### config.mk
export PLATFORM = sky130hd
export DESIGN_NAME = tcce_back_flat
export DESIGN_NICKNAME = d
export VERILOG_FILES = /design/src/hdl/tcce_pkg.sv /design/src/hdl/tcce_if.sv /design/src/hdl/tcce_back.sv /design/src/flat_wrapper.sv
export SDC_FILE = /design/constraint.sdc
export NUM_CORES = 1
export LEC_CHECK = 0
export CELL_PAD_IN_SITES_DETAIL_PLACEMENT = 1
export CELL_PAD_IN_SITES_GLOBAL_PLACEMENT = 1
export CORE_UTILIZATION = 44
export DETAILED_ROUTE_END_ITERATION = 8
export DONT_BUFFER_PORTS = 1
export GPL_TIMING_DRIVEN = 0
export PLACE_DENSITY_LB_ADDON = 0.1
export SYNTH_ARGS = -nofsm -noshare
export SYNTH_HDL_FRONTEND = slang
export SYNTH_SLANG_ARGS = --single-unit
### constraint.sdc
create_clock -name clk -period 5.15 [get_ports clk]
set_input_delay 1.03 -clock clk [delete_from_list [all_inputs] [get_ports clk]]
set_output_delay 1.03 -clock clk [all_outputs]
set_load 0.01 [all_outputs]
### src/hdl/tcce_pkg.sv
// ----------------------------------------------------------------------------
// tcce_pkg
// Shared constants, types and codes of the text console character engine.
// ----------------------------------------------------------------------------
package tcce_pkg;

  // video memory and screen geometry
  localparam int VRAM_WORDS  = 8192;
  localparam int VRAM_AW     = $clog2(VRAM_WORDS);
  localparam int LINE_CHARS  = 80;
  localparam int SCREEN_ROWS = 25;
  localparam int ROW_W       = $clog2(SCREEN_ROWS);
  localparam int COL_W       = $clog2(LINE_CHARS);
  localparam int COPY_WORDS  = (SCREEN_ROWS - 1) * LINE_CHARS;
  localparam int FIT_SPAN    = SCREEN_ROWS * LINE_CHARS + LINE_CHARS;
  localparam int DATA_W      = 16;
  localparam int CHAR_W      = 8;

  // command queue between front and back
  localparam int QUEUE_DEPTH = 2;
  localparam int QPTR_W      = $clog2(QUEUE_DEPTH);
  localparam int QCNT_W      = $clog2(QUEUE_DEPTH + 1);

  // word values and character codes
  localparam logic [DATA_W-1:0] BLANK_WORD   = 16'h0700;
  localparam logic [DATA_W-1:0] SCROLL_FILL  = 16'h0C00;
  localparam logic [CHAR_W-1:0] CH_NEWLINE   = 8'h0A;
  localparam logic [CHAR_W-1:0] CH_RETURN    = 8'h0D;
  localparam logic [CHAR_W-1:0] CH_BACKSPACE = 8'h08;
  localparam logic [CHAR_W-1:0] TEXT_COLOR_RESET = 8'd10;

  // register port
  localparam int APB_AW    = 3;
  localparam int APB_DW    = 32;
  localparam int REG_IDX_W = APB_AW - 2;
  localparam logic [REG_IDX_W-1:0] REG_TEXT_COLOR = 1'b0;

  // action field codes
  localparam logic ACT_PUT  = 1'b0;
  localparam logic ACT_READ = 1'b1;

  typedef enum logic [2:0] {
    CMD_PUT,
    CMD_NEWLINE,
    CMD_RETURN,
    CMD_BACKSPACE,
    CMD_READ
  } cmd_kind_t;

  typedef struct packed {
    cmd_kind_t            kind;
    logic [CHAR_W-1:0]    chr;
    logic [VRAM_AW-1:0]   addr;
  } cmd_t;

  typedef struct packed {
    logic                 we;
    logic [VRAM_AW-1:0]   addr;
    logic [DATA_W-1:0]    data;
  } ram_wr_t;

  typedef enum logic [2:0] {
    ST_CLEAR,
    ST_IDLE,
    ST_READ,
    ST_COPY,
    ST_FILL,
    ST_DONE
  } back_state_t;

endpackage

### src/hdl/tcce_if.sv


interface tcce_out_if import tcce_pkg::*; ();
  logic               valid;
  logic               ready;
  logic [VRAM_AW-1:0] cursor_position;
  logic [VRAM_AW-1:0] display_origin;
  logic               origin_changed;
  logic [DATA_W-1:0]  read_data;

  modport source (output valid, cursor_position, display_origin, origin_changed, read_data,
                  input ready);
  modport sink   (input valid, cursor_position, display_origin, origin_changed, read_data,
                  output ready);
endinterface

### src/hdl/tcce_back.sv
// ----------------------------------------------------------------------------
// tcce_back
// Executes queued commands: cursor state, video memory writes, scrolling,
// memory clearing after reset and the result register.
// ----------------------------------------------------------------------------
module tcce_back import tcce_pkg::*; (
  input  logic               clk,
  input  logic               rst,
  input  logic [CHAR_W-1:0]  text_color,
  input  logic               cmd_valid,
  input  cmd_t               cmd,
  output logic               cmd_pop,
  output logic               accept_en,
  output ram_wr_t            ram_wr,
  output logic [VRAM_AW-1:0] ram_raddr,
  input  logic [DATA_W-1:0]  ram_rdata,
  tcce_out_if.source         result
);

  localparam logic [ROW_W-1:0]   LAST_ROW = ROW_W'(SCREEN_ROWS - 1);
  localparam logic [COL_W-1:0]   LAST_COL = COL_W'(LINE_CHARS - 1);
  localparam logic [VRAM_AW-1:0] LINE_W   = VRAM_AW'(LINE_CHARS);

  back_state_t        state, state_next;
  logic [VRAM_AW-1:0] cnt, cnt_next;
  logic [VRAM_AW-1:0] base, base_next;
  logic [VRAM_AW-1:0] origin, origin_next;
  logic [ROW_W-1:0]   row, row_next;
  logic [COL_W-1:0]   col, col_next;

  logic               res_valid;
  logic [VRAM_AW-1:0] res_cursor;
  logic [VRAM_AW-1:0] res_origin;
  logic               res_changed;
  logic [DATA_W-1:0]  res_rdata;

  logic               load;
  logic               ld_changed;
  logic [DATA_W-1:0]  ld_rdata;
  logic               out_free;
  logic               fits;
  logic [VRAM_AW-1:0] cur_addr;
  logic [VRAM_AW-1:0] nxt_addr;
  logic [VRAM_AW-1:0] origin_adv;

  assign cur_addr   = origin + VRAM_AW'(row) * LINE_W + VRAM_AW'(col);
  assign nxt_addr   = origin_next + VRAM_AW'(row_next) * LINE_W + VRAM_AW'(col_next);
  assign origin_adv = origin + LINE_W;
  assign fits       = ({1'b0, origin} + (VRAM_AW + 1)'(FIT_SPAN))
                      <= (VRAM_AW + 1)'(VRAM_WORDS - 1);
  assign out_free   = !res_valid || result.ready;
  assign accept_en  = (state != ST_CLEAR);

  always_ff @(posedge clk) begin
    if (rst) begin
      state  <= ST_CLEAR;
      cnt    <= '0;
      origin <= '0;
      row    <= '0;
      col    <= '0;
    end else begin
      state  <= state_next;
      cnt    <= cnt_next;
      origin <= origin_next;
      row    <= row_next;
      col    <= col_next;
    end
  end

  always_ff @(posedge clk) begin
    base <= base_next;
  end

  always_comb begin
    state_next  = state;
    cnt_next    = cnt;
    base_next   = base;
    origin_next = origin;
    row_next    = row;
    col_next    = col;
    cmd_pop     = 1'b0;
    ram_wr      = '0;
    ram_raddr   = cmd.addr;
    load        = 1'b0;
    ld_changed  = 1'b0;
    ld_rdata    = '0;
    unique case (state)
      ST_CLEAR: begin
        ram_wr.we   = 1'b1;
        ram_wr.addr = cnt;
        ram_wr.data = BLANK_WORD;
        if (cnt == VRAM_AW'(VRAM_WORDS - 1)) begin
          cnt_next   = '0;
          state_next = ST_IDLE;
        end else begin
          cnt_next = cnt + 1'b1;
        end
      end
      ST_IDLE: begin
        if (cmd_valid && out_free) begin
          cmd_pop = 1'b1;
          // row advance out of newline or column wrap
          if ((cmd.kind == CMD_NEWLINE) ||
              ((cmd.kind == CMD_PUT) && (col == LAST_COL))) begin
            if (row == LAST_ROW) begin
              cnt_next = '0;
              if (fits) begin
                origin_next = origin_adv;
                base_next   = origin_adv + VRAM_AW'(COPY_WORDS);
                state_next  = ST_FILL;
              end else begin
                origin_next = '0;
                base_next   = origin_adv;
                state_next  = ST_COPY;
              end
            end else begin
              row_next = row + 1'b1;
              load     = 1'b1;
            end
          end
          unique case (cmd.kind)
            CMD_READ: begin
              state_next = ST_READ;
            end
            CMD_NEWLINE: begin
            end
            CMD_RETURN: begin
              col_next = '0;
              load     = 1'b1;
            end
            CMD_BACKSPACE: begin
              if (col != '0) begin
                col_next    = col - 1'b1;
                ram_wr.we   = 1'b1;
                ram_wr.addr = cur_addr - 1'b1;
                ram_wr.data = BLANK_WORD;
                load        = 1'b1;
              end
            end
            CMD_PUT: begin
              ram_wr.we   = 1'b1;
              ram_wr.addr = cur_addr;
              ram_wr.data = {text_color, cmd.chr};
              if (col == LAST_COL) begin
                col_next = '0;
              end else begin
                col_next = col + 1'b1;
                load     = 1'b1;
              end
            end
            default: begin
            end
          endcase
        end
      end
      ST_READ: begin
        load       = 1'b1;
        ld_rdata   = ram_rdata;
        state_next = ST_IDLE;
      end
      ST_COPY: begin
        // read one word ahead, write the previous one
        ram_raddr = base + cnt;
        if (cnt != '0) begin
          ram_wr.we   = 1'b1;
          ram_wr.addr = cnt - 1'b1;
          ram_wr.data = ram_rdata;
        end
        if (cnt == VRAM_AW'(COPY_WORDS)) begin
          cnt_next   = '0;
          base_next  = VRAM_AW'(COPY_WORDS);
          state_next = ST_FILL;
        end else begin
          cnt_next = cnt + 1'b1;
        end
      end
      ST_FILL: begin
        ram_wr.we   = 1'b1;
        ram_wr.addr = base + cnt;
        ram_wr.data = SCROLL_FILL;
        if (cnt == VRAM_AW'(LINE_CHARS - 1)) begin
          cnt_next   = '0;
          state_next = ST_DONE;
        end else begin
          cnt_next = cnt + 1'b1;
        end
      end
      ST_DONE: begin
        load       = 1'b1;
        ld_changed = 1'b1;
        state_next = ST_IDLE;
      end
      default: begin
        state_next = ST_IDLE;
      end
    endcase
  end

  // result register
  always_ff @(posedge clk) begin
    if (rst) begin
      res_valid <= 1'b0;
    end else if (load) begin
      res_valid <= 1'b1;
    end else if (result.ready) begin
      res_valid <= 1'b0;
    end
  end

  always_ff @(posedge clk) begin
    if (load) begin
      res_cursor  <= nxt_addr;
      res_origin  <= origin_next;
      res_changed <= ld_changed;
      res_rdata   <= ld_rdata;
    end
  end

  assign result.valid           = res_valid;
  assign result.cursor_position = res_cursor;
  assign result.display_origin  = res_origin;
  assign result.origin_changed  = res_changed;
  assign result.read_data       = res_rdata;

endmodule

### src/flat_wrapper.sv
// flat-port wrapper written by rule: the top's interface ports become plain ports
module tcce_back_flat import tcce_pkg::*;
  (clk, rst, text_color, cmd_valid, cmd, cmd_pop, accept_en, ram_wr, ram_raddr, ram_rdata, result_valid, result_cursor_position, result_display_origin, result_origin_changed, result_read_data, result_ready);
  tcce_out_if result_i ();
  input  logic clk;
  input  logic rst;
  input  logic [CHAR_W-1:0] text_color;
  input  logic cmd_valid;
  input  cmd_t cmd;
  output logic cmd_pop;
  output logic accept_en;
  output ram_wr_t ram_wr;
  output logic [VRAM_AW-1:0] ram_raddr;
  input  logic [DATA_W-1:0] ram_rdata;
  output wire logic [$bits(result_i.valid)-1:0] result_valid;
  output wire logic [$bits(result_i.cursor_position)-1:0] result_cursor_position;
  output wire logic [$bits(result_i.display_origin)-1:0] result_display_origin;
  output wire logic [$bits(result_i.origin_changed)-1:0] result_origin_changed;
  output wire logic [$bits(result_i.read_data)-1:0] result_read_data;
  input wire logic [$bits(result_i.ready)-1:0] result_ready;
  assign result_valid = result_i.valid;
  assign result_cursor_position = result_i.cursor_position;
  assign result_display_origin = result_i.display_origin;
  assign result_origin_changed = result_i.origin_changed;
  assign result_read_data = result_i.read_data;
  assign result_i.ready = result_ready;
  tcce_back u_core (.clk(clk), .rst(rst), .text_color(text_color), .cmd_valid(cmd_valid), .cmd(cmd), .cmd_pop(cmd_pop), .accept_en(accept_en), .ram_wr(ram_wr), .ram_raddr(ram_raddr), .ram_rdata(ram_rdata), .result(result_i));
endmodule
Word-level counts from Yosys, hierarchy flattened
Index checks and enable logic that the tools add are counted.
{"block": "word_totals", "regBits": 98, "out_inout_bits": 89, "word_cells": 121}
{"block": "op_classes", "add_sub_neg": 14, "mul": 2, "magnitude_cmp": 1, "eq_ne": 22, "muxes": 54, "n_reduce_logical": 17}
{"operator": "2-to-1 mux 13 bit", "count": 17}
{"operator": "one-hot mux 30 bit (4 select lines)", "count": 1}
{"operator": "2-to-1 mux 30 bit", "count": 3}
{"operator": "one-hot mux 30 bit (2 select lines)", "count": 1}
{"operator": "one-hot mux 13 bit (4 select lines)", "count": 1}
{"operator": "2-to-1 mux 7 bit", "count": 4}
{"operator": "adder 13 x 12 -> 13 bit", "count": 2}
{"operator": "adder 13 x 7 -> 13 bit", "count": 2}
{"operator": "one-hot mux 13 bit (2 select lines)", "count": 1}
{"operator": "subtractor 13 x 1 -> 13 bit (second input constant)", "count": 2}
{"operator": "2-to-1 mux 3 bit", "count": 8}
{"operator": "one-hot mux 7 bit (3 select lines)", "count": 1}
{"operator": "2-to-1 mux 5 bit", "count": 4}
{"operator": "multiplier 5 x 3 -> 8 bit (second input constant)", "count": 2}
{"operator": "adder 13 x 12 -> 14 bit (second input constant)", "count": 1}
{"operator": "less-or-equal comparator 14 x 13 -> 1 bit (second input constant)", "count": 1}
{"operator": "adder 13 x 1 -> 13 bit (second input constant)", "count": 1}
{"operator": "adder 13 x 11 -> 13 bit (second input constant)", "count": 1}
{"operator": "adder 13 bit", "count": 1}
{"operator": "adder 13 x 7 -> 13 bit (second input constant)", "count": 1}
{"operator": "equality test 13 x 11 -> 1 bit (second input constant)", "count": 1}
{"operator": "equality test 13 bit (second input constant)", "count": 1}
{"operator": "equality test 13 x 7 -> 1 bit (second input constant)", "count": 1}
{"operator": "nonzero test 13 bit", "count": 1}
{"operator": "other kinds (26)", "count": 51}

Depth between registers and ports, before layout
{"block": "logic_depth", "ltp_word": 9, "ltp_mapped": 21, "ltp_nobuf": 21}

Worst setup path before layout
No wires, ideal clock.
{"block": "synth_timing", "kind": "input-to-reg", "from": "input port cmd[21] in the netlist's numbering", "to": "register u_core.res_cursor[12] (netlist: u_core.result.cursor_position[12]), data pin", "setup_ns": 0.259, "arrival_ns": 4.842, "required_time_ns": 4.891, "path_slack_ns": 0.048, "cell_stages": 16, "n_path_buf": 1, "path_cell_list": "clkbuf_1 > a31oi_1 > nor3_1 > nand4_1 > xor2_1 > inv_1 > ha_1 > inv_1 > fa_1 > xnor2_1 > ha_1 > ha_1 > and3_1 > a2111oi_0 > a21oi_1 > xnor2_1"}
{"block": "synth_via", "elab_chain_cells": 9}
{"item": "start: declaration", "line_no": "flat_wrapper.sv:9", "rtl": "input cmd_t cmd;"}
{"item": "zero test 3 bit", "line_no": "tcce_back.sv:104", "rtl": "((cmd.kind == CMD_PUT) && (col == LAST_COL))) begin"}
{"item": "logical AND 1 bit", "line_no": "tcce_back.sv:104"}
{"item": "logical OR 1 bit (*)", "line_no": "tcce_back.sv:103", "rtl": "if ((cmd.kind == CMD_NEWLINE) ||"}
{"item": "2-to-1 mux 5 bit (*)", "line_no": "tcce_back.sv:103"}
{"item": "2-to-1 mux 5 bit (*)", "line_no": "tcce_back.sv:100", "rtl": "if (cmd_valid && out_free) begin"}
{"item": "2-to-1 mux 5 bit (*)", "line_no": "tcce_back.sv:87", "rtl": "unique case (state)"}
{"item": "named net u_core.row_next[4]", "line_no": "tcce_back.sv:28", "rtl": "logic [ROW_W-1:0] row, row_next;"}
{"item": "multiplier 5 x 3 -> 8 bit (*)", "line_no": "tcce_back.sv:47", "rtl": "assign nxt_addr = origin_next + VRAM_AW'(row_next) * LINE_W + VRAM_AW'(col_next);"}
{"item": "adder 13 x 12 -> 13 bit (*)", "line_no": "tcce_back.sv:47"}
{"item": "adder 13 x 7 -> 13 bit (*)", "line_no": "tcce_back.sv:47"}
{"item": "named net u_core.nxt_addr[12]", "line_no": "tcce_back.sv:43", "rtl": "logic [VRAM_AW-1:0] nxt_addr;"}
{"item": "end signal: assignment", "line_no": "tcce_back.sv:212", "rtl": "res_cursor <= nxt_addr;"}
{"item": "end: declaration", "line_no": "tcce_back.sv:32", "rtl": "logic [VRAM_AW-1:0] res_cursor;"}
Mark *: on every way through the listed nets, which the timed path passes. The rest lies on a longest branch.
A chain may end at the register's enable or synchronous reset.

==> out/qor.txt <==
status: completed
synthesized area per cell: 8.81 µm²
worst setup path start: u_core.row[1]$_SDFF_PP0_
peak per-stage delay on the critical path: 0.53 ns
largest net degree at the start of global routing: 29
drt first pass iters: 6
clock root cell: clkbuf_16
Seq pwr share: 0.439
Final ANT Viol Nets: 0
GRT overflow: 0
Final period util: 0.976
final worst slack: 0.126 ns
CTS Sinks: 98
Max FO, Critical Path: 5
clock share of power: 0.395
# DRC: 0
Vias/cell: 6.08
crit end category: output port
sw frac: 0.295
sequential cell area: 2530 µm²
Worst Hold Launch: u_core.origin[1]$_SDFF_PP0_
Power Dens Cells: 221 nW/µm²
Switch Pwr: 580 µW
synth warn: 0
max cap viols: 0
final wirelength: 26400 µm
Slew Viols, Final: 0
FF-to-FF Start: u_core.col[1]$_SDFF_PP0_
worst endpoint required time: 4.12 ns
core area: 17900 µm²
post-synthesis sequential area ratio: 0.315
H-tree depth: 3
placed wire-length estimate: 20100 µm
dpl ws: -1.12 ns
cell-internal power: 1390 µW
Tot GR Track Use: 0.281
top_reg_cell synth: edfxtp_1
post-synthesis cell area: 8020 µm²
CTS tree: built
# rows: 49
layout cells sized above 1: 0.0821
initial core utilization: 0.448
via count: 7107
area of the multi-input gates: 5290 µm²
Worst-Skew Late Latency: 0.36 ns
final hold violations: 0
Die Span Y: 137 µm
TritonCTS Buffers: 9
die footprint: 18800 µm²
#FFs+latches synth: 98
Combinational Power Share: 0.165
Critical Path Slowest Stage Cell: fa_2
routability cong.: 0.874
Worst Path Arrival: 3.99 ns
Die Width: 137 µm
Slew @ Worst Pin: 1.14 ns
P_leak: 0.00363 µW
Top cell by count, worst path: ha_1
vias in the first global route: 7252
clock tree buffer depth: 2
Top Ports: 141
achievable frequency: 0.199 GHz
critical path, cell by cell: ha_1, ha_1, fa_2, ha_1, ha_4, o21ai_0, o21a_1, or2_4, a311oi_4, nand4_1, a221o_1, a211o_1
initial antenna violation count: 1
DR iter-0 viols: 354
Post-synth EDFFs: 56
endpoints failing setup: 0
Clock transition at path regs: 0.08 ns
post-DR wirelength/cell: 22.6 µm
async set-reset flop share out of synthesis: 0
Hold Path Class: reg2reg
Clock Skews: 0.0129 ns
cells after synthesis: 910
Syn Nets: 1051
unique cell type count in the Yosys netlist: 77
Final nets: 1074
Fill cells: 2088
VDD IR max: 0.000153 V
worst hold slack: 0.561 ns
Period minus WS final: 5.02 ns
max_slew headroom: 0.235
startpoint types: flop
Post-CTS Hold Fix Bufs: 0
synth-to-layout area growth: 10.8%
Crit Path Category: reg2out
first-pass GRT wire length: 40100 µm
Port Buffers: 0
[cell type report]
class | instances | area share
diodes | 1 | 0.000282
plain buffers | 38 | 0.0170
clock buffers | 9 | 0.0253
clock inverters | 7 | 0.0123
inverters | 49 | 0.0211
multi-input cells | 725 | 0.595
flip-flops and latches | 98 | 0.285
well taps | 229 | 0.0322
repair buffers | 12 | 0.0115
[layer usage]
metal / up-vias / global-route usage / part of all wire
li1: 3364 / - / -
met1: 3556 / 0.346 / 0.43
met2: 160 / 0.507 / 0.52
met3: 27 / 0.0400 / 0.032
met4: 0 / 0.0794 / 0.018
met5: - / 0 / 0
[power groups by stage]
stage                     clock network, µW  logic [µW]  registers (µW)
final                                   777         325             864
after global routing                    818         351             866
after CTS                               793         320             864
after detailed placement                  0         315             881
after global placement                    0         300             881
after floorplan                           0         229             875
[state kept, by name, indices dropped and copies added, names as in the netlist]
| name | cells |
|---|---|
| u_core.base | 13 |
| u_core.cnt | 13 |
| u_core.col | 7 |
| u_core.origin | 13 |
| u_core.result.cursor_position | 13 |
| u_core.result.display_origin | 13 |
| u_core.result.origin_changed | 1 |
| u_core.result.read_data | 16 |
| u_core.result.valid | 1 |
| u_core.row | 5 |
| u_core.state | 3 |
[cell usage after synthesis, types with 12 or more instances]
cell | n | area [µm²]
inv_1 | 47 | 176
and2_1 | 37 | 231
nor2_1 | 64 | 240
clkbuf_1 | 32 | 120
xor2_1 | 25 | 219
a21o_1 | 13 | 97.6
nand4_1 | 12 | 75.1
o21ai_0 | 57 | 285
a22o_1 | 15 | 131
nand2_1 | 82 | 308
nor3_1 | 28 | 140
xnor2_1 | 37 | 324
nand3_1 | 22 | 110
nor2b_1 | 23 | 144
edfxtp_1 | 56 | 1680
dfxtp_1 | 42 | 841
ha_1 | 78 | 976
a21oi_1 | 49 | 245
[kinds of logic after synthesis]
family                   Yosys count  synth area share
flip-flops                        98             0.315
multiplexers                       8            0.0101
buffers and inverters             87            0.0417
AND/OR/NAND/NOR                  338             0.221
AO/OA/AOI/OAI                    227             0.194
XOR/XNOR                          63            0.0697
adder cells (fa/ha/maj)           89             0.149
[repair_timing]
action	4_1_cts	5_1_grt
setup endpoints to repair	6	6
buffers inserted	7	4
cloned	0	0
gates resized for setup	13	17
pin swaps	4	9
[worst paths after layout]
path                                                  to  slack, ns  cells past startpoint
max                                           ram_wr[28]       0.13                     12
min                          u_core.origin[1]$_SDFF_PP0_       0.56                      1
max reg2reg  u_core.result.cursor_position[12]$_DFFE_PP_       0.25                     20
min reg2reg                  u_core.origin[1]$_SDFF_PP0_       0.56                      1
[worst max-delay path, delay by kind of cell, from the launching register on]
family	cells	cell delay, ns
AO/OA/AOI/OAI	5	1.22
AND/OR/NAND/NOR	2	0.45
adder cells (fa/ha/maj)	5	1.61
flip-flops	1	0.36
[stage by stage]
step	std cells	area (µm²)	total power [µW]	setup TNS (ns)	utilization
floorplan	910	8020	1100	0	-
global placement	1139	8310	1180	-2.45	0.464
detailed placement	1140	8330	1200	-2.79	0.465
finish	1168	8890	1970	0	0.496
global route	1168	8890	2040	-0.0713	0.496
CTS	1163	8770	1980	0	0.490
[cell usage in the layout (no fill, tap or decap), types with 12 or more instances in the layout]
cell,netlist,layout
nand3_1,22,22
inv_1,47,47
nand2_1,82,81
ha_1,78,74
a21oi_1,49,49
nor2b_1,23,23
dfxtp_1,42,37
and2_1,37,37
a21o_1,13,13
xor2_1,25,24
edfxtp_1,56,56
a22o_1,15,15
nand4_1,12,12
xnor2_1,37,37
o21ai_0,57,55
nor2_1,64,64
nor3_1,28,27
clkbuf_1,32,31
(Power assumes the default switching activity.)
