--- config.mk ---
export PLATFORM = sky130hd
export DESIGN_NAME = tcce_front_flat
export DESIGN_NICKNAME = d
export VERILOG_FILES = /design/src/hdl/tcce_pkg.sv /design/src/hdl/tcce_if.sv /design/src/hdl/tcce_front.sv /design/src/flat_wrapper.sv
export SDC_FILE = /design/constraint.sdc
export NUM_CORES = 1
export LEC_CHECK = 0
export BUFFER_PORTS_ARGS = -buffer_cell sky130_fd_sc_hd__buf_2
export CAP_MARGIN = 10
export CORE_MARGIN = 8
export CORE_UTILIZATION = 51
export CTS_CLUSTER_SIZE = 14
export DETAILED_ROUTE_END_ITERATION = 10
export PLACE_DENSITY = 0.78
export SYNTH_ARGS = -nofsm -noshare
export SYNTH_HDL_FRONTEND = slang
export SYNTH_SLANG_ARGS = --single-unit
--- constraint.sdc ---
create_clock -name clk -period 3.15 [get_ports clk]
set_input_delay 0.315 -clock clk [delete_from_list [all_inputs] [get_ports clk]]
set_output_delay 0.315 -clock clk [all_outputs]
set_load 0.05 [all_outputs]
--- src/hdl/tcce_pkg.sv ---
// ----------------------------------------------------------------------------
// tcce_pkg
// Shared constants, types and codes of the text console character engine.
// ----------------------------------------------------------------------------
package tcce_pkg;

  // video memory and screen geometry
  localparam int VRAM_WORDS  = 8192;
  localparam int VRAM_AW     = $clog2(VRAM_WORDS);
  localparam int LINE_CHARS  = 80;
  localparam int SCREEN_ROWS = 25;
  localparam int ROW_W       = $clog2(SCREEN_ROWS);
  localparam int COL_W       = $clog2(LINE_CHARS);
  localparam int COPY_WORDS  = (SCREEN_ROWS - 1) * LINE_CHARS;
  localparam int FIT_SPAN    = SCREEN_ROWS * LINE_CHARS + LINE_CHARS;
  localparam int DATA_W      = 16;
  localparam int CHAR_W      = 8;

  // command queue between front and back
  localparam int QUEUE_DEPTH = 2;
  localparam int QPTR_W      = $clog2(QUEUE_DEPTH);
  localparam int QCNT_W      = $clog2(QUEUE_DEPTH + 1);

  // word values and character codes
  localparam logic [DATA_W-1:0] BLANK_WORD   = 16'h0700;
  localparam logic [DATA_W-1:0] SCROLL_FILL  = 16'h0C00;
  localparam logic [CHAR_W-1:0] CH_NEWLINE   = 8'h0A;
  localparam logic [CHAR_W-1:0] CH_RETURN    = 8'h0D;
  localparam logic [CHAR_W-1:0] CH_BACKSPACE = 8'h08;
  localparam logic [CHAR_W-1:0] TEXT_COLOR_RESET = 8'd10;

  // register port
  localparam int APB_AW    = 3;
  localparam int APB_DW    = 32;
  localparam int REG_IDX_W = APB_AW - 2;
  localparam logic [REG_IDX_W-1:0] REG_TEXT_COLOR = 1'b0;

  // action field codes
  localparam logic ACT_PUT  = 1'b0;
  localparam logic ACT_READ = 1'b1;

  typedef enum logic [2:0] {
    CMD_PUT,
    CMD_NEWLINE,
    CMD_RETURN,
    CMD_BACKSPACE,
    CMD_READ
  } cmd_kind_t;

  typedef struct packed {
    cmd_kind_t            kind;
    logic [CHAR_W-1:0]    chr;
    logic [VRAM_AW-1:0]   addr;
  } cmd_t;

  typedef struct packed {
    logic                 we;
    logic [VRAM_AW-1:0]   addr;
    logic [DATA_W-1:0]    data;
  } ram_wr_t;

  typedef enum logic [2:0] {
    ST_CLEAR,
    ST_IDLE,
    ST_READ,
    ST_COPY,
    ST_FILL,
    ST_DONE
  } back_state_t;

endpackage

--- src/hdl/tcce_if.sv ---
// ----------------------------------------------------------------------------
// tcce_in_if / tcce_out_if
// Valid/ready channels for character transactions and result transactions.
// ----------------------------------------------------------------------------
interface tcce_in_if import tcce_pkg::*; ();
  logic               valid;
  logic               ready;
  logic               action;
  logic [CHAR_W-1:0]  char_code;
  logic [VRAM_AW-1:0] read_address;

  modport source (output valid, action, char_code, read_address, input ready);
  modport sink   (input valid, action, char_code, read_address, output ready);
endinterface


--- src/hdl/tcce_front.sv ---
// ----------------------------------------------------------------------------
// tcce_front
// Accepts character transactions, decodes them and queues the commands.
// ----------------------------------------------------------------------------
module tcce_front import tcce_pkg::*; (
  input  logic      clk,
  input  logic      rst,
  input  logic      accept_en,
  tcce_in_if.sink   in_ch,
  output logic      cmd_valid,
  output cmd_t      cmd,
  input  logic      cmd_pop
);

  cmd_t              entries [QUEUE_DEPTH];
  logic [QPTR_W-1:0] wr_ptr;
  logic [QPTR_W-1:0] rd_ptr;
  logic [QCNT_W-1:0] count;
  cmd_t              decoded;
  logic              push;

  // classify the incoming transaction
  always_comb begin
    decoded.chr  = in_ch.char_code;
    decoded.addr = in_ch.read_address;
    priority if (in_ch.action == ACT_READ) begin
      decoded.kind = CMD_READ;
    end else if (in_ch.char_code == CH_NEWLINE) begin
      decoded.kind = CMD_NEWLINE;
    end else if (in_ch.char_code == CH_RETURN) begin
      decoded.kind = CMD_RETURN;
    end else if (in_ch.char_code == CH_BACKSPACE) begin
      decoded.kind = CMD_BACKSPACE;
    end else begin
      decoded.kind = CMD_PUT;
    end
  end

  assign in_ch.ready = accept_en && (count != QCNT_W'(QUEUE_DEPTH));
  assign push        = in_ch.valid && in_ch.ready;
  assign cmd_valid   = (count != '0);
  assign cmd         = entries[rd_ptr];

  always_ff @(posedge clk) begin
    if (push) begin
      entries[wr_ptr] <= decoded;
    end
  end

  always_ff @(posedge clk) begin
    if (rst) begin
      wr_ptr <= '0;
      rd_ptr <= '0;
      count  <= '0;
    end else begin
      if (push) begin
        wr_ptr <= wr_ptr + 1'b1;
      end
      if (cmd_pop) begin
        rd_ptr <= rd_ptr + 1'b1;
      end
      if (push && !cmd_pop) begin
        count <= count + 1'b1;
      end else if (!push && cmd_pop) begin
        count <= count - 1'b1;
      end
    end
  end

endmodule

--- src/flat_wrapper.sv ---
// flat-port wrapper written by rule: the top's interface ports become plain ports
module tcce_front_flat import tcce_pkg::*;
  (clk, rst, accept_en, cmd_valid, cmd, cmd_pop, in_ch_valid, in_ch_action, in_ch_char_code, in_ch_read_address, in_ch_ready);
  tcce_in_if in_ch_i ();
  input  logic clk;
  input  logic rst;
  input  logic accept_en;
  output logic cmd_valid;
  output cmd_t cmd;
  input  logic cmd_pop;
  input wire logic [$bits(in_ch_i.valid)-1:0] in_ch_valid;
  input wire logic [$bits(in_ch_i.action)-1:0] in_ch_action;
  input wire logic [$bits(in_ch_i.char_code)-1:0] in_ch_char_code;
  input wire logic [$bits(in_ch_i.read_address)-1:0] in_ch_read_address;
  output wire logic [$bits(in_ch_i.ready)-1:0] in_ch_ready;
  assign in_ch_i.valid = in_ch_valid;
  assign in_ch_i.action = in_ch_action;
  assign in_ch_i.char_code = in_ch_char_code;
  assign in_ch_i.read_address = in_ch_read_address;
  assign in_ch_ready = in_ch_i.ready;
  tcce_front u_core (.clk(clk), .rst(rst), .accept_en(accept_en), .in_ch(in_ch_i), .cmd_valid(cmd_valid), .cmd(cmd), .cmd_pop(cmd_pop));
endmodule
; ---- Yosys cells after proc, flatten, opt, wreduce, memory -nomap -nowiden
; Memories as Yosys holds them, arrays and structs flattened. A register that Yosys moved wholly into a read port is not among the register bits.
; Index checks and enable logic that the tools add are counted.
[word_totals]
latch_bits = 0
ram_bits = 48
ff_bits = 4
n_memories = 1
elab_cells = 30
rom_bits = 0
[mem_list]
columns = name, depth, word_bits, rd, rd_clocked_by_memory_dff, write_ports, line
row1 = u_core.entries, 2, 24, 1, 1, 1, tcce_front.sv:15  ; cmd_t entries [QUEUE_DEPTH];
[classes]
n_mul = 0
muxes = 10
n_lt_le_gt_ge = 0
div = 0
shift = 0
reduce_logical = 8
bitwise = 0
n_addsub = 4
eq_ne = 4
[ops]
columns = operator, n
row1 = $eq 8x4->1 const B, 3
row2 = $mux 3, 3
row3 = $mux 2, 3
row4 = $logic_and 1x1->1, 4
row5 = $mux 1, 4
row6 = $reduce_bool 2->1, 2
row7 = $add 1x1->1 const B, 2
row8 = $add 2x1->2 const B, 1
row9 = $logic_not 1->1, 2
row10 = $ne 2x2->1 const B, 1
row11 = $sub 2x1->2 const B, 1

; ---- Longest topological paths before layout
; Gate-level depths: netlist of run 1.
[depth]
depth_word = 7
depth_mapped = 6

; ---- Worst setup path before layout of run 1
; Ideal clock, no wire load.
[synth_timing]
kind = flip-flop to flip-flop
startpoint = register u_core.count[0]
endpoint = memory u_core.entries[0][0] (netlist bit), enable pin
n_path_buf = 0
t_required_ps = 2742
stages_incl_launch_ff = 4
setup_time_ps = 408
arrival_ps = 1805
path_slack_ps = 938
period_less_slack_ps = 2212
path_cell_list = dfxtp_1 nand2b_1 and3_4 nor2b_1
[synth_via]
elab_chain_cells = 5
[synth_rtl]
columns = element, line
row1 = from (decl), tcce_front.sv:18  ; logic [QCNT_W-1:0] count;
row2 = from (signal assigned), tcce_front.sv:63  ; count <= count + 1'b1;
row3 = from (signal assigned), tcce_front.sv:65  ; count <= count - 1'b1;
row4 = $ne 2x2->1, tcce_front.sv:39  ; assign in_ch.ready = accept_en && (count != QCNT_W'(QUEUE_DEPTH));
row5 = $logic_and 1x1->1, tcce_front.sv:39
row6 = $logic_and 1x1->1, tcce_front.sv:40  ; assign push = in_ch.valid && in_ch.ready;
row7 = $mux 1, tcce_front.sv:45  ; if (push) begin
row8 = $mux 1 (implied by the code), tcce_front.sv:46  ; entries[wr_ptr] <= decoded;
row9 = to (decl), tcce_front.sv:15
; Every way passes these cells.

; ---- Worst setup path after layout of run 1
[layout_timing]
startpoint = register u_core.count[0]
endpoint = memory u_core.entries[0][2] (netlist bit), enable pin
; Same word-level chain as after synthesis.

==> summary.md, run 1 <==
| Metric | Value |
|---|---|
| First-pass detailed-route iteration total | `4` |
| Top Ports | `53` |
| Gr ovfl total | `0` |
| Cells along the critical path | `nand2b_1 > and3_4 > nor2b_2 > buf_4` |
| Max FO, Critical Path | `14` |
| Pre-CTS setup slack | `1.257 ns` |
| IO buf count | `52` |
| Post-CTS setup buffers | `0` |
| Antenna Cells | `0` |
| Worst Skew | `0.002878 ns` |
| Via count | `about 1100` |
| Status | `completed` |
| Peak VDD IR | `about 0.00030 V` |
| Clk sink count | `53` |
| Detailed router's first-iteration violation count | `44` |
| Setup TNS | `0 ns` |
| P&R area growth vs syn | `20.80%` |
| WP data required | `between 3 and 4 ns` |
| Clock Root Buffer | `clkbuf_8` |
| CP Capture Point | `u_core.entries[0][2]` |
| Crit. Startpoint | `u_core.count[0]` |
| Post-CTS Hold Buffers | `0` |
| Worst-skew pair later-pin latency | `roughly 0.30 ns` |
| Met3 Usage GRT | `0.04670` |
| Post-route DRC | `0` |
| Cells after DPL | `205` |
| Top-count cell post-synth | `edfxtp_1` |
| Cell area power density | `612.0 mW/mm²` |
| Final instance area | `0.002420 mm²` |
| CP Capture Type | `flip-flop` |
| GPL Wtd Cong | `0.6840` |
| CP Launch Type | `flip-flop` |
| CTS tree | `yes` |
| Max-Cap Viols | `0` |
| WL/cell | `~17 µm` |
| Worst EP arrival | `between 1.5 and 2 ns` |
| RR Endpoint | `u_core.entries[0][2]` |
| Grt met1 use | `0.1247` |
| Worst path slowest cell | `nor2b_2` |
| CP bufs+invs | `1` |
| Main synth FF type | `edfxtp_1` |
| Initial antenna violation count | `0` |
| Number of cells on the critical path | `4` |
| Drt via density | `~5.1` |
| Cell Area, Placed | `0.002328 mm²` |
| Hold WS | `~0.2 ns` |
| CTS Buffer Depth | `2` |
| Layout cells sized above 1 | `0.5576` |
| Ys Warns | `0` |
| Nets | `192` |
| Seq/Total Area, Yosys | `0.7695` |
| Cell accounting for the most synthesized area | `edfxtp_1` |
| Worst slew margin | `0.6350` |
| Fmax | `approximately 0.53 GHz` |
| Type of the tightest min-delay check | `in2reg` |
| Clk pin slew, worst setup/hold paths | `about 0.09 ns` |
| Final hold vios | `0` |
| Num rows | `22` |
| Final Setup Violations | `0` |
| Mapped cell area | `0.002003 mm²` |
| Synth async-reset ratio | `0` |
| Layout Cells excl Fill | `about 210` |
| Post-layout min period | `1.874 ns` |
| R2R depth | `4` |
| Yosys cell types | `23` |
| Die Footprint | `a little over 0.006 mm²` |
| RSZ-0062 raised after global routing | `false` |
| Htree depth | `2` |
| Syn_area_per_cell | `approximately 19 µm²` |
| Syn Inst Count | `~110` |
| Die height | `roughly 80 µm` |
| Post-layout util | `0.6512` |
| Routed WL | `between 3000 and 4000 µm` |
| Post-CTS resize count | `0` |
| Max stage delay on crit path | `0.48 ns` |
| Leak | `between 0.8 and 0.9 nW` |
| #FFs+latches synth | `53` |
| Area contributors post-synth | `edfxtp_1 72%, mux2_2 13%, dfxtp_1 5.0%, xor2_1 1.3%, buf_4 0.75%` |
| Crit Path Category | `reg2reg` |
| Met2 usage | `0.2262` |
| Total Power | `between 1 and 1.5 mW` |
| Die W | `about 80 µm` |
| First-pass GRT wire length | `~6000 µm` |
| Crit share post-route | `0.5949` |
| Reg2reg start | `u_core.count[0]` |
| TritonCTS Buffers | `5` |
| Final Slew Violations | `0` |
| Number of synthesized flops with an enable pin | `between 40 and 50` |
| Final WS setup | `between 1 and 1.5 ns` |
| GRT busiest layer | `met2` |
| HPWL Detailed | `approximately 2700 µm` |
| Core area | `between 0.003 and 0.004 mm²` |
| Worst-Margin Slew | `about 0.54 ns` |
| Post-route ant nets | `0` |
| Top cell type's share of synthesized area | `0.7196` |
| Largest net degree at the start of global routing | `25` |
| Initial Util | `0.5391` |
| CP top delay family | `simple AND/OR/NAND/NOR gates` |
| Vias in the first global route | `between 1000 and 1500` |
| Syn Nets | `about 130` |
| R2r setup slk | `between 1 and 1.5 ns` |
| Synth cell count leaders | `48 x edfxtp_1, 24 x mux2_2, 5 x dfxtp_1, 4 x nor2_1, 3 x xor2_1` |
| Total GRT Usage | `0.1256` |
[report_power, final]
group	switching [mW]	total [mW]	leakage (nW)	internal, mW
Combinational	0.204	0.293	0.385	0.0894
Clock	0.210	0.366	0.0364	0.156
Sequential	0.0141	0.821	0.478	0.807
[worst register-to-register path, stage by stage (launching register included)]
cell      delay (ns)
dfxtp_1         0.41
nand2b_1        0.15
and3_4          0.21
nor2b_2         0.48
buf_4           0.33
[logic make-up (layout without fill, tap and decap cells)]
group | Yosys count | after routing | share of synthesized area
xor+xnor | 4 | 4 | 0.01749
simple gates | 16 | 16 | 0.04748
fa+ha+maj | 1 | 1 | 0.006245
compound gates | 2 | 2 | 0.004992
flops | 53 | 53 | 0.7695
mux | 25 | 25 | 0.1424
buf+inv | 4 | 64 | 0.01186
[layout by cell type, fill, tap and decap left out, types with 2 or more instances in the layout]
master	instances
mux2_2	24
buf_2	52
buf_4	3
xor2_1	3
clkinvlp_4	3
clkbuf_8	5
nor2_1	4
dfxtp_1	5
nor3_1	2
edfxtp_1	48
[worst min-delay path by stage]
stage | cells after the start | slack, ns | start | endpoint
after floorplan | 1 | 0.38 | rst | u_core.count[1]
after global placement | 2 | 0.48 | u_core.count[1] | u_core.count[1]
after detailed placement | 1 | 0.51 | in_ch_read_address[7] | u_core.entries[1][7]
after CTS | 1 | 0.19 | in_ch_read_address[7] | u_core.entries[1][7]
after global routing | 1 | 0.18 | in_ch_read_address[7] | u_core.entries[0][7]
final | 1 | 0.20 | in_ch_read_address[8] | u_core.entries[0][8]
[cell type report]
class | instances | area (µm²)
clock inverters | 3 | 22.52
flip-flops and latches | 53 | 1541
multi-input cells | 48 | 440.4
well taps | 48 | 60.06
clock buffers | 5 | 68.82
inverters | 1 | 3.754
fillers | 287 | 1296
repair buffers | 55 | 282.8
[state kept, by name (all words and copies together) (netlist names), named ones only]
name and count:
u_core.entries 48, u_core.count 2, u_core.rd_ptr 1, u_core.wr_ptr 1
[metal layers]
metal | vias to the layer above | share of wire
li1 | 517 | -
met1 | 525 | 0.37
met2 | 40 | 0.53
met3 | 7 | 0.078
met4 | 0 | 0.018
met5 | - | 0
No activity file was read; power rests on OpenSTA's default activity.
==> run 2, diff against run 1 <==
==> constraint.sdc (replaced) <==
create_clock -name clk -period 1.83 [get_ports clk]
set_input_delay 0.183 -clock clk [delete_from_list [all_inputs] [get_ports clk]]
set_output_delay 0.183 -clock clk [all_outputs]
set_load 0.05 [all_outputs]
==> summary.md, run 2 (synthesis gave the netlist of run 1 again) <==
| Metric | Value |
|---|---|
| HP Start | `in_ch_read_address[2] (was in_ch_read_address[8])` |
| Fmax | `0.6129 GHz (was 0.5337 GHz)` |
| CTS Buffer Depth | `2 (unchanged)` |
| Reg2reg start | `u_core.count[0] (unchanged)` |
| Worst slew margin | `0.8341 (was 0.6350)` |
| Biggest regs | `u_core.entries: 48 flops, u_core.count: 2 flops (unchanged)` |
| Die W | `78.67 µm (unchanged)` |
| Drt via density | `5.069 (was 5.113)` |
| Layout Cells excl Fill | `216 (was 213)` |
| Most common cell after layout, fill and taps aside | `buf_2 (unchanged)` |
| Hold WS | `0.06795 ns (was 0.2008 ns)` |
| Final hold vios | `0 (unchanged)` |
| R2R depth | `5 (was 4)` |
| Initial antenna violation count | `0 (unchanged)` |
| Vias in the first global route | `1245 (was 1274)` |
| Routed WL | `3618 µm (was 3678 µm)` |
| IO buf count | `52 (unchanged)` |
| Hold path endpoint | `u_core.entries[0][2] (was u_core.entries[0][8])` |
| TritonCTS Buffers | `5 (unchanged)` |
| Setup TNS | `0 ns (unchanged)` |
| Top reg by flops | `u_core.entries (unchanged)` |
| RSZ-0062 raised after global routing | `false (unchanged)` |
| Post-CTS resize count | `0 (unchanged)` |
| Worst EP arrival | `1.87 ns (was 1.88 ns)` |
| Post-route DRC | `0 (unchanged)` |
| Worst Hold Path Cells | `1 (unchanged)` |
| WL/cell | `16.75 µm (was 17.27 µm)` |
| Core area | `0.003716 mm² (unchanged)` |
| Area of the multi-input gates | `440.4 µm² (unchanged)` |
| CP Launch Type | `flip-flop (unchanged)` |
| P&R area growth vs syn | `21.49% (was 20.80%)` |
| CTS tree | `yes (unchanged)` |
| Initial Util | `0.5391 (unchanged)` |
| First-pass detailed-route iteration total | `4 (unchanged)` |
| Final Setup Violations | `0 (unchanged)` |
| Filler cells | `269 (was 287)` |
| Most frequent cells in the layout | `52 x buf_2, 48 x edfxtp_1, 24 x mux2_2, 6 x buf_4 (was 52 x buf_2, 48 x edfxtp_1, 24 x mux2_2, 5 x dfxtp_1, 5 x clkbuf_8)` |
| Post-CTS setup buffers | `0 (unchanged)` |
| Antenna Cells | `0 (unchanged)` |
| Worst-Margin Slew | `0.2469 ns (was 0.5450 ns)` |
| Type of the tightest min-delay check | `in2reg (unchanged)` |
| Total Power | `2.541 mW (was 1.481 mW)` |
| HPWL Detailed | `2702 µm (was 2714 µm)` |
| Die height | `78.67 µm (unchanged)` |
| Post-layout min period | `1.632 ns (was 1.874 ns)` |
| Cell area power density | `1044 mW/mm² (was 612.0 mW/mm²)` |
| Register Area | `0.001541 mm² (unchanged)` |
| RR Endpoint | `u_core.count[1] (was u_core.entries[0][2])` |
| Post-CTS Hold Buffers | `0 (unchanged)` |
| Final Slew Violations | `0 (unchanged)` |
| GPL Wtd Cong | `0.7052 (was 0.6840)` |
| Largest net degree at the start of global routing | `16 (was 25)` |
| Crit share post-route | `0.8916 (was 0.5949)` |
| Max-Cap Viols | `0 (unchanged)` |
| Clk pin slew, worst setup/hold paths | `0.09 ns (about the same)` |
| Peak VDD IR | `0.0005028 V (was 0.0003046 V)` |
| Layout cells sized above 1 | `0.5595 (was 0.5576)` |
| Gr ovfl total | `0 (unchanged)` |
| First-pass GRT wire length | `5920 µm (was 5982 µm)` |
| Via count | `1095 (was 1089)` |
| Nets | `195 (was 192)` |
| Clk sink count | `53 (unchanged)` |
| Top Ports | `53 (unchanged)` |
| Crit. Startpoint | `u_core.count[0] (unchanged)` |
| Clock Root Buffer | `clkbuf_8 (unchanged)` |
| R2r setup slk | `0.20 ns (was 1.28 ns)` |
| Htree depth | `2 (unchanged)` |
| Num rows | `22 (unchanged)` |
| Final instance area | `0.002434 mm² (was 0.002420 mm²)` |
| Max reg flops | `48 (unchanged)` |
| Detailed router's first-iteration violation count | `62 (was 44)` |
| Max FO, Critical Path | `4 (was 14)` |
| Cell Area, Placed | `0.002351 mm² (was 0.002328 mm²)` |
| Crit Path Category | `reg2reg (unchanged)` |
| CP Capture Type | `flip-flop (unchanged)` |
| Worst Skew | `0.003809 ns (was 0.002878 ns)` |
| Leak | `0.9231 nW (was 0.8988 nW)` |
| Worst-skew pair later-pin latency | `0.30 ns (about the same)` |
| Die Footprint | `0.006189 mm² (unchanged)` |
| Status | `completed (unchanged)` |
| Cells after DPL | `208 (was 205)` |
| Total GRT Usage | `0.1222 (was 0.1256)` |
| WP data required | `2.06 ns (was 3.15 ns)` |
| Post-route ant nets | `0 (unchanged)` |
[run 2: area by class of cell]
cell class	count	area share
clock inverters	2	0.004113
multi-input cells	48	0.1810
well taps	48	0.02468
repair buffers	58	0.1255
inverters	1	0.001542
clock buffers	6	0.02982
flip-flops and latches	53	0.6334
[run 2: metal layers]
layer  wire, µm  track usage  part of all wire  vias to the layer above
li1           -            -                 -                      521
met3        212      0.03759             0.059                        8
met1       1506       0.1375              0.42                      532
met2       1831       0.2080              0.51                       34
met4         68      0.05556             0.019                        0
met5          0            0                 0                        -
[run 2: worst max path at each step]
| stage | end | slack (ns) | depth (start not counted) |
|---|---|---|---|
| 3_5_place_dp | u_core.count[1] | 0.22 | 5 |
| 6_report | u_core.count[1] | 0.20 | 5 |
| 2_1_floorplan | u_core.entries[0][0] | 0.07 | 3 |
| 3_3_place_gp | u_core.count[1] | 0.33 | 5 |
| 5_1_grt | u_core.count[1] | 0.1 | 5 |
| 4_1_cts | cmd[20] | 0.19 | 3 |
[run 2: through the flow]
| step | worst slack [ns] | util |
|---|---|---|
| floorplan | 0.06658 | - |
| global placement | 0.3339 | 0.6327 |
| detailed placement | 0.2178 | 0.6327 |
| CTS | 0.1901 | 0.6549 |
| global route | 0.09749 | 0.6549 |
| finish | 0.1984 | 0.6549 |
[run 2: power breakdown]
| group | internal [mW] | leakage, nW | switching (mW) |
|---|---|---|---|
| sequential | 1.39 | 0.478 | 0.0241 |
| clock | 0.266 | 0.0450 | 0.351 |
| combinational | 0.160 | 0.400 | 0.351 |
[run 2: worst max-delay path: stages, from the launching register on]
cell and delay [ns]:
dfxtp_1 0.35, nand2b_1 0.18, and3_4 0.21, ha_1 0.31, or3_1 0.38, a21oi_1 0.14
